===== src/hdl/fmh_pkg.sv =====
package fmh_pkg;

  // Task identifier width, fixed by the request format
  localparam int TASK_W = 5;

  // Waiter queue geometry
  localparam int QDEPTH = 32;
  localparam int PTR_W  = (QDEPTH > 1) ? $clog2(QDEPTH) : 1;
  localparam int CNT_W  = $clog2(QDEPTH + 1);

  // Stream widths (tdata padded to whole bytes)
  localparam int IN_TDATA_W  = ((TASK_W + 7) / 8) * 8;
  localparam int OUT_FIELD_W = 4 + TASK_W + 1 + TASK_W + 6;
  localparam int OUT_TDATA_W = ((OUT_FIELD_W + 7) / 8) * 8;

  // Request kinds
  typedef enum logic [1:0] {
    REQ_LOCK   = 2'd0,
    REQ_TRY    = 2'd1,
    REQ_UNLOCK = 2'd2
  } req_t;

  // Sequencer states
  typedef enum logic [1:0] {
    S_IDLE = 2'b01,
    S_EXEC = 2'b10
  } state_t;

  // One result transaction
  typedef struct packed {
    logic [5:0]        waiting_count;
    logic [TASK_W-1:0] owner_task;
    logic              owner_valid;
    logic [TASK_W-1:0] wake_id;
    logic              wake_valid;
    logic              overflow;
    logic              must_block;
    logic              granted;
  } result_t;

  // Advance a queue pointer with wrap
  function automatic logic [PTR_W-1:0] next_slot(input logic [PTR_W-1:0] ptr);
    logic [PTR_W-1:0] nxt;
    if (ptr == PTR_W'(QDEPTH - 1)) begin
      nxt = '0;
    end else begin
      nxt = ptr + 1'b1;
    end
    return nxt;
  endfunction

endpackage


===== src/hdl/fmh_ram.sv =====
module fmh_ram #(
  parameter int WIDTH = 8,
  parameter int DEPTH = 32
) (
  input  logic                                     clk,
  input  logic                                     we,
  input  logic [((DEPTH > 1) ? $clog2(DEPTH) : 1)-1:0] waddr,
  input  logic [WIDTH-1:0]                         wdata,
  input  logic                                     re,
  input  logic [((DEPTH > 1) ? $clog2(DEPTH) : 1)-1:0] raddr,
  output logic [WIDTH-1:0]                         rdata
);

  logic [WIDTH-1:0] mem [DEPTH];

  // One write port, one registered read port
  always_ff @(posedge clk) begin
    if (we) begin
      mem[waddr] <= wdata;
    end
    if (re) begin
      rdata <= mem[raddr];
    end
  end

endmodule


===== src/hdl/fifo_mutex_handoff.sv =====
// Hardware mutex with a FIFO of waiting tasks and direct ownership handoff.
// Input stream: in_tuser carries the request kind (lock, try, unlock),
// in_tdata the task id. Output stream: one result transaction per request
// with grant/block/overflow flags, the woken task on a handoff, the owner
// after the request and the number of queued waiters.
// out_tvalid rises once the accepted request has passed the EXEC state,
// which waits until the output register is free or drains in that cycle.
// The block takes no new request until the current one has executed. The
// queue head is read from the waiter memory (a registered read) in the accept
// cycle and the read-modify-write of owner, pointers and memory happens in EXEC.
// Reset: mutex free, queue empty, no result pending. The waiter memory is
// not cleared; an entry is used only after it has been written.
// Receiver stall: the result waits in the output register; one further
// request is accepted and held until the output register frees up.
module fifo_mutex_handoff (
  input  logic                           clk,
  input  logic                           rst_n,
  input  logic                           in_tvalid,
  output logic                           in_tready,
  input  logic [fmh_pkg::IN_TDATA_W-1:0] in_tdata,  // [4:0] task_id, rest zero
  input  logic [1:0]                     in_tuser,  // [1:0] req_type
  output logic                           out_tvalid,
  input  logic                           out_tready,
  // [0] granted, [1] must_block, [2] overflow, [3] wake_valid,
  // [8:4] wake_id, [9] owner_valid, [14:10] owner_task,
  // [20:15] waiting_count, rest zero
  output logic [fmh_pkg::OUT_TDATA_W-1:0] out_tdata
);

  localparam int TW = fmh_pkg::TASK_W;

  fmh_pkg::state_t state_r, state_nxt;

  // Accepted request
  fmh_pkg::req_t   req_type_r;
  logic [TW-1:0]   task_r;

  // Mutex and queue control
  logic                      held_r, held_nxt;
  logic [TW-1:0]             holder_r, holder_nxt;
  logic [fmh_pkg::PTR_W-1:0] head_r, head_nxt;
  logic [fmh_pkg::PTR_W-1:0] tail_r, tail_nxt;
  logic [fmh_pkg::CNT_W-1:0] count_r, count_nxt;

  // Output register
  logic             out_valid_r, out_valid_nxt;
  fmh_pkg::result_t res_r, res_nxt;

  // Memory port
  logic          mem_we;
  logic [TW-1:0] mem_rdata;
  logic          in_fire;
  logic          exec_fire;

  assign in_tready = (state_r == fmh_pkg::S_IDLE);
  assign in_fire   = in_tvalid && in_tready;
  assign exec_fire = (state_r == fmh_pkg::S_EXEC) && (!out_valid_r || out_tready);

  // Head is always fetched at accept; used only by an unlock with waiters
  fmh_ram #(
    .WIDTH (TW),
    .DEPTH (fmh_pkg::QDEPTH)
  ) u_queue (
    .clk   (clk),
    .we    (mem_we),
    .waddr (tail_r),
    .wdata (task_r),
    .re    (in_fire),
    .raddr (head_r),
    .rdata (mem_rdata)
  );

  // Request execution
  always_comb begin
    held_nxt   = held_r;
    holder_nxt = holder_r;
    head_nxt   = head_r;
    tail_nxt   = tail_r;
    count_nxt  = count_r;
    mem_we     = 1'b0;
    res_nxt    = '0;

    case (req_type_r)
      fmh_pkg::REQ_LOCK: begin
        if (!held_r) begin
          held_nxt        = 1'b1;
          holder_nxt      = task_r;
          res_nxt.granted = 1'b1;
        end else if (holder_r == task_r) begin
          res_nxt.granted = 1'b1;
        end else if (count_r >= fmh_pkg::CNT_W'(fmh_pkg::QDEPTH)) begin
          res_nxt.overflow = 1'b1;
        end else begin
          mem_we             = exec_fire;
          tail_nxt           = fmh_pkg::next_slot(tail_r);
          count_nxt          = count_r + 1'b1;
          res_nxt.must_block = 1'b1;
        end
      end
      fmh_pkg::REQ_TRY: begin
        if (!held_r) begin
          held_nxt        = 1'b1;
          holder_nxt      = task_r;
          res_nxt.granted = 1'b1;
        end else if (holder_r == task_r) begin
          res_nxt.granted = 1'b1;
        end
      end
      fmh_pkg::REQ_UNLOCK: begin
        if (held_r) begin
          if (count_r != '0) begin
            // hand off to the oldest waiter
            head_nxt           = fmh_pkg::next_slot(head_r);
            count_nxt          = count_r - 1'b1;
            holder_nxt         = mem_rdata;
            res_nxt.wake_valid = 1'b1;
            res_nxt.wake_id    = mem_rdata;
          end else begin
            held_nxt   = 1'b0;
            holder_nxt = '0;
          end
        end
      end
      default: begin
      end
    endcase

    res_nxt.owner_valid   = held_nxt;
    res_nxt.owner_task    = held_nxt ? holder_nxt : '0;
    res_nxt.waiting_count = 6'(count_nxt);
  end

  // Sequencer
  always_comb begin
    state_nxt     = state_r;
    out_valid_nxt = out_valid_r;
    if (out_valid_r && out_tready) begin
      out_valid_nxt = 1'b0;
    end
    unique case (state_r)
      fmh_pkg::S_IDLE: begin
        if (in_fire) begin
          state_nxt = fmh_pkg::S_EXEC;
        end
      end
      fmh_pkg::S_EXEC: begin
        if (exec_fire) begin
          state_nxt     = fmh_pkg::S_IDLE;
          out_valid_nxt = 1'b1;
        end
      end
      default: begin
        state_nxt = fmh_pkg::S_IDLE;
      end
    endcase
  end

  // Control registers
  always_ff @(posedge clk) begin
    if (!rst_n) begin
      state_r     <= fmh_pkg::S_IDLE;
      out_valid_r <= 1'b0;
      held_r      <= 1'b0;
      holder_r    <= '0;
      head_r      <= '0;
      tail_r      <= '0;
      count_r     <= '0;
    end else begin
      state_r     <= state_nxt;
      out_valid_r <= out_valid_nxt;
      if (exec_fire) begin
        held_r   <= held_nxt;
        holder_r <= holder_nxt;
        head_r   <= head_nxt;
        tail_r   <= tail_nxt;
        count_r  <= count_nxt;
      end
    end
  end

  // Payload registers
  always_ff @(posedge clk) begin
    if (in_fire) begin
      req_type_r <= fmh_pkg::req_t'(in_tuser);
      task_r     <= in_tdata[TW-1:0];
    end
    if (exec_fire) begin
      res_r <= res_nxt;
    end
  end

  assign out_tvalid = out_valid_r;
  assign out_tdata  = fmh_pkg::OUT_TDATA_W'(res_r);

endmodule


===== config.mk =====
export PLATFORM = sky130hd
export DESIGN_NAME = fifo_mutex_handoff
export DESIGN_NICKNAME = d
export VERILOG_FILES = /design/src/hdl/fmh_pkg.sv /design/src/hdl/fmh_ram.sv /design/src/hdl/fifo_mutex_handoff.sv
export SDC_FILE = /design/constraint.sdc
export NUM_CORES = 1
export LEC_CHECK = 0
export BUFFER_PORTS_ARGS = -buffer_cell sky130_fd_sc_hd__buf_4
export CAP_MARGIN = 20
export CORE_ASPECT_RATIO = 1.25
export CORE_MARGIN = 2
export CORE_UTILIZATION = 55
export DETAILED_ROUTE_END_ITERATION = 8
export PLACE_DENSITY = 0.78
export SLEW_MARGIN = 5
export SYNTH_ARGS = -nofsm -noshare
export SYNTH_HDL_FRONTEND = slang
export SYNTH_SLANG_ARGS = --single-unit

===== constraint.sdc =====
create_clock -name clk -period 2.3 [get_ports clk]
set_clock_uncertainty 0.15 [all_clocks]
set_input_delay 0.115 -clock clk [delete_from_list [all_inputs] [get_ports clk]]
set_output_delay 0.115 -clock clk [all_outputs]
set_load 0.01 [all_outputs]

==> reports/qor.csv, run 1 <==
stage;metric;value;unit
critical_path;WP depth;6;
route;drt drc;0;
floorplan;chip width;120;um
route;drt pass-1 iters;6;
synthesis;Post-synth EDFFs;193;
critical_path;CP bufs+invs;1;
floorplan;Core Area;0.0166;mm^2
synthesis;share of the synthesized area in the top cell type;62.6;%
critical_path;CP Data Required Time;2310;ps
global_route;gr usage total;21.0;%
critical_path;Critical Path Start Type;register;
route;DRT iter0 DRCs;433;
clock_network;clock latency on the worst-skew pair;490;ps
critical_path;Worst path slowest cell;edfxtp_1;
flow_run;MaxCap Viol Count;0;
synthesis;Post-Syn Area;0.00925;mm^2
clock_network;Sink Count;218;
clock_network;H-tree depth;1;
global_route;largest net degree at the start of global routing;34;
sta;Tmin final;2260;ps
synthesis;fraction of registers with async set/reset;0;%
sta;setup TNS;0;ps
power_and_ir_drop;Internal Pwr Total;0.00643;W
sta;Slew @ Worst Pin;581;ps
finish;Final nets;682;
critical_path;CP peak stage delay;410;ps
floorplan;Die ar.;0.0179;mm^2
finish;antenna fix cells;0;
clock_network;Root Driver;clkbuf_16;
clock_network;Clock Path Buffers;3;
synthesis;Post-synth top cells;edfxtp_1 (193), nor2_1 (63), mux2i_1 (45);
sta;Tcrit/Tclk final;98.3;%
synthesis;cells after synthesis;595;
finish;fin util;64.3;%
global_route;GRT Residual Overflow;0;
critical_path;Worst Path Arrival;2270;ps
placed_design;global placer's final weighted congestion;0.868;
clock_network;Clk pin slew, worst setup/hold paths;70;ps
power_and_ir_drop;Sw Ratio;19.6;%
synthesis;most frequent cell after synthesis;edfxtp_1;
power_and_ir_drop;Leak Pwr;3.51;nW
synthesis;Avg Inst Size Synth;15.6;um^2
finish;fraction of layout cells with a size suffix above 1;24.1;%
sta;RSZ-0062 raised after global routing;yes;
critical_path;Crit. End Element;register;
sta;relative slew slack;61.3;%
clock_network;cts bufs inserted;21;
placed_design;Placement Setup Slack;52.7;ps
floorplan;row count;53;
hold_path;worst hold stages;2;
critical_path;crit path cell chain;nor4b_2, nand3_1, a21oi_1, buf_4, nand2_2, nor2_2;
synthesis;#FFs+latches synth;218;
power_and_ir_drop;PwrDens;747;mW/mm^2
finish;layout filler cell count;1119;
synthesis;top cells by area, synth;edfxtp_1 (63%), dfxtp_1 (5.4%), mux2i_1 (4.9%), mux4_1 (3.7%), mux4_2 (2.9%);
synthesis;largest area contributor in the netlist;edfxtp_1;
critical_path;r2r startpoint;req_type_r[1];
route;DR WL/cell;21.1;um
floorplan;starting density of the core;55.6;%
finish;finished layout cell area;0.0107;mm^2
sta;Hold Fails Final Rpt;0;
floorplan;I/O Pins;40;
route;ANT nets after route;0;
route;final WL;18.8;mm
critical_path;r2r endpoint;u_queue.mem[22][2];
power_and_ir_drop;combinational share of power;2.7;%
run_status;run status;completed;
power_and_ir_drop;Switch Pwr;0.00157;W
global_route;initial antenna violation count;0;
sta;Setup WS post-layout;38.7;ps
power_and_ir_drop;Flop pwr share;54.3;%
sta;hold_ws;145;ps
synthesis;Primary FF master, synth;edfxtp_1;
synthesis;Synth warnings;0;
global_route;first-pass GRT wire length;28.9;mm
hold_path;Worst Hold Path EP;task_r[3];
placed_design;Port Buf Inserts;33;
route;DR vias;5265;
global_route;vias in the first global route;5350;
hold_path;HP Class;in -> reg;
power_and_ir_drop;Peak VDD IR;554;uV
critical_path;critical path class;reg -> reg;
synthesis;sequential area share after synthesis;68.0;%
sta;Max Freq;0.442;GHz
placed_design;post-DP HPWL;11.9;mm
sta;pins over their slew limit;0;
sta;# setup viols final;0;
critical_path;CP Max Fanout;8;
hold_path;worst hold path startpoint;in_tvalid;
critical_path;internal reg-to-reg setup slack;40;ps
synthesis;Netlist cell types;74;
finish;Syn-to-layout area delta;15.8;%
power_and_ir_drop;clock power share;43.0;%
critical_path;CP delay by family, top;simple AND/OR/NAND/NOR gates;
floorplan;Die Y;149;um
clock_network;TritonCTS clock tree;done;
route;routed vias/inst;5.90;
placed_design;placed cell areas;0.00985;mm^2
critical_path;cell count of the worst reg-to-reg path;6;
layout by cell type, fill, tap and decap left out, types with 12 or more instances in the layout:
master / count
mux4_1: 13
a21oi_1: 23
dfxtp_1: 23
nand2_1: 28
nor2_1: 31
nor2_2: 26
nand3_1: 19
edfxtp_1: 193
mux2i_1: 45
buf_4: 57
mux4_2: 12
clkbuf_16: 22
power by group through the flow:
stage / sequential [W] / clock, W / combinational, W
after global routing: 0.00435 / 0.00364 / 0.000232
after floorplan: 0.00446 / 0 / 0.0000805
after detailed placement: 0.00443 / 0 / 0.000197
final: 0.00435 / 0.00344 / 0.000213
after global placement: 0.00443 / 0 / 0.000189
after CTS: 0.00434 / 0.00348 / 0.000210
area by class of cell:
class	count	area (um^2)	share of cell area, %
Clock buffer	23	533	4.98
Timing Repair Buffer	70	594	5.55
Multi-Input combinational cell	335	2800	26.2
Inverter	12	45.0	0.421
Sequential cell	218	6300	58.8
Tap cell	220	275	2.57
Clock inverter	14	160	1.50
per-layer routing:
layer  routed length, um  vias up  GRT usage (%)
li1                    -     2426              -
met1                7390     2631           26.3
met2               10000      176           37.7
met3                 902       32           2.98
met4                 470        0           6.88
met5                   0        -              0
timing repair:
| action | CTS | global route |
|---|---|---|
| setup buffers | 0 | 0 |
| endpoints found under the setup margin | 0 | 134 |
| gates resized for setup | 0 | 12 |
| endpoints found under the hold margin | 18 | 0 |
| hold buffers | 9 | 0 |
state kept, by name, summed over array words and instances (netlist names), 5 cells and up:
signal and flops:
head_r 5, holder_r 5, task_r 5, u_queue.rdata 5, count_r 6, u_queue.mem 160
out_tdata 21, tail_r 5
stage by stage:
stage	power (W)	cells
2_1_floorplan	0.00454	597
3_3_place_gp	0.00462	845
3_5_place_dp	0.00463	845
4_1_cts	0.00804	891
5_1_grt	0.00821	892
6_report	0.00800	892
worst max path at each step:
stage                              from                 end  slack (ps)
after floorplan               task_r[1]  u_queue.mem[27][0]           3
after global placement        head_r[0]    u_queue.rdata[0]          60
after detailed placement     count_r[0]       out_tdata[10]          50
after CTS                     head_r[0]    u_queue.rdata[0]          10
after global routing      req_type_r[1]  u_queue.mem[22][2]         -90
final                     req_type_r[1]  u_queue.mem[22][2]          40
worst register-to-register path, cell delays in order, from the launching register on:
cell	delay, ps
edfxtp_1	410
nor4b_2	320
nand3_1	110
a21oi_1	130
buf_4	170
nand2_2	260
nor2_2	390
cell families (layout without fill, tap and decap cells):
| family | after synthesis | after routing | share of synthesized area [%] |
|---|---|---|---|
| compound gates | 76 | 76 | 5.88 |
| xor+xnor | 9 | 9 | 0.852 |
| fa+ha+maj | 10 | 10 | 1.35 |
| buf+inv | 44 | 119 | 3.25 |
| flops | 218 | 218 | 68.0 |
| mux | 71 | 71 | 11.6 |
| other cells | 1 | 3 | 0.0405 |
| simple gates | 166 | 166 | 8.98 |
Power figures use the tool's default switching activity.
==> run 2: changes to the inputs <==
- CAP_MARGIN: 20 -> default
- PLACE_DENSITY: 0.78 -> 0.74
==> reports/qor.csv, run 2 (synthesized netlist as in run 1, its figures left out) <==
stage;metric;value;unit
power_and_ir_drop;clock power share;42.0;%
critical_path;CP Data Required Time;2370;ps
clock_network;Clock Path Buffers;3;
sta;Setup WS post-layout;48.2;ps
finish;layout filler cell count;1119;
hold_path;HP Class;in -> reg;
critical_path;Critical Path Sink;out_tdata[16];
global_route;GRT Residual Overflow;0;
sta;Max Freq;0.444;GHz
global_route;initial antenna violation count;0;
sta;Hold Fails Final Rpt;0;
power_and_ir_drop;combinational share of power;2.7;%
clock_network;cts bufs inserted;21;
run_status;run status;completed;
power_and_ir_drop;Leak Pwr;3.54;nW
floorplan;row count;53;
floorplan;I/O Pins;40;
floorplan;Die Y;149;um
floorplan;Core Area;0.0166;mm^2
clock_network;TritonCTS clock tree;done;
finish;Finished Layout Cells;894;
critical_path;cell count of the worst reg-to-reg path;5;
placed_design;post-DP HPWL;11.9;mm
route;drt drc;0;
sta;RSZ-0062 raised after global routing;yes;
power_and_ir_drop;PwrDens;726;mW/mm^2
finish;leading cell type in the layout, fill and taps excluded;edfxtp_1;
sta;relative slew slack;62.0;%
route;drt pass-1 iters;5;
critical_path;crit path cell chain;buf_4, or4b_1, a21oi_4, mux2i_1, o21ai_0;
global_route;gr usage total;21.2;%
sta;# setup viols final;0;
critical_path;internal reg-to-reg setup slack;50;ps
critical_path;r2r startpoint;req_type_r[1];
critical_path;Worst path slowest cell;or4b_1;
clock_network;Sink Count;218;
route;DR WL/cell;20.9;um
finish;fraction of layout cells with a size suffix above 1;24.0;%
power_and_ir_drop;Internal Pwr Total;0.00637;W
finish;max FFs per register;160;
critical_path;CP peak stage delay;610;ps
route;DR vias;5302;
critical_path;r2r endpoint;out_tdata[16];
placed_design;Placed Cells;848;
sta;pins over their slew limit;0;
global_route;largest net degree at the start of global routing;34;
placed_design;Placement Setup Slack;13.4;ps
floorplan;starting density of the core;55.6;%
critical_path;WP depth;5;
clock_network;clock latency on the worst-skew pair;490;ps
route;ANT nets after route;0;
sta;Tcrit/Tclk final;97.9;%
power_and_ir_drop;Sw Ratio;19.0;%
power_and_ir_drop;Switch Pwr;0.00150;W
critical_path;CP Max Fanout;9;
critical_path;Worst Setup SP;req_type_r[1];
finish;antenna fix cells;0;
route;DRT iter0 DRCs;446;
critical_path;CP bufs+invs;1;
global_route;first-pass GRT wire length;28.8;mm
critical_path;critical path class;reg -> reg;
finish;most frequent cells in the layout;edfxtp_1 (193), buf_4 (61), mux2i_1 (45);
power_and_ir_drop;Peak VDD IR;667;uV
finish;Syn-to-layout area delta;17.1;%
floorplan;Die ar.;0.0179;mm^2
floorplan;chip width;120;um
power_and_ir_drop;Flop pwr share;55.3;%
global_route;vias in the first global route;5318;
critical_path;Critical Path Start Type;register;
flow_run;MaxCap Viol Count;0;
sta;Slew @ Worst Pin;570;ps
finish;Reg with most FFs;u_queue.mem;
critical_path;CP delay by family, top;simple AND/OR/NAND/NOR gates;
route;routed vias/inst;5.93;
finish;Final nets;685;
clock_network;Root Driver;clkbuf_16;
placed_design;Port Buf Inserts;33;
clock_network;Clk pin slew, worst setup/hold paths;60;ps
critical_path;Worst Path Arrival;2320;ps
placed_design;global placer's final weighted congestion;0.904;
sta;Tmin final;2250;ps
critical_path;Crit. End Element;register;
clock_network;H-tree depth;1;
route;final WL;18.7;mm
-- run 2: through the flow --
stage          hold WS, ps  power, W  util, %  TNS, ps  area [um^2]
3_3_place_gp           145   0.00462     59.3        0         9870
6_report               134   0.00786     65.1        0        10800
4_1_cts                137   0.00791     63.7    -83.2        10600
5_1_grt                175   0.00812     65.1    -5.99        10800
2_1_floorplan         63.9   0.00454        -        0         9350
3_5_place_dp           144   0.00463     59.3        0         9870
-- run 2: worst register-to-register path, stage by stage (launching register included) --
cell	delay, ps
edfxtp_1	430
buf_4	200
or4b_1	610
a21oi_4	240
mux2i_1	210
o21ai_0	140
-- run 2: area by class of cell --
cell class              instances  area (um^2)  share of cell area [%]
multi-input cells             335         2950                    27.3
inverters                      12         45.0                   0.416
flip-flops and latches        218         6300                    58.1
well taps                     220          275                    2.54
clock buffers                  27          569                    5.25
repair buffers                 73          599                    5.53
clock inverters                 9         92.6                   0.854
-- run 2: routing by layer --
| layer | wire length, um | track usage [%] |
|---|---|---|
| met1 | 7160 | 26.2 |
| met2 | 9850 | 37.7 |
| met3 | 1050 | 2.91 |
| met4 | 634 | 8.59 |
| met5 | 0 | 0 |
-- run 2: worst min path at each step --
stage                     slack [ps]   startpoint  cells after the start            end
after floorplan                   60  in_tuser[0]                      0  req_type_r[0]
after global placement           150  in_tdata[4]                      1      task_r[4]
after detailed placement         140  in_tuser[1]                      1  req_type_r[1]
after CTS                        140    in_tvalid                      2  req_type_r[1]
after global routing             180    in_tvalid                      2      task_r[2]
final                            130    in_tvalid                      2  req_type_r[1]
-- run 2: power groups by stage --
stage,Clock (W),Combinational (W),Sequential (W)
after floorplan,0,0.0000805,0.00446
after global placement,0,0.000190,0.00443
after detailed placement,0,0.000196,0.00443
after CTS,0.00336,0.000209,0.00435
after global routing,0.00354,0.000234,0.00435
final,0.00330,0.000214,0.00435
-- run 2: what timing repair did --
action                                  CTS  global route
hold buffers                              9             0
endpoints found under the setup margin   17           171
hold endpoints to repair                 19             0
resized for setup                         4            44
buffers inserted                          0             1
pin swaps                                 0            17
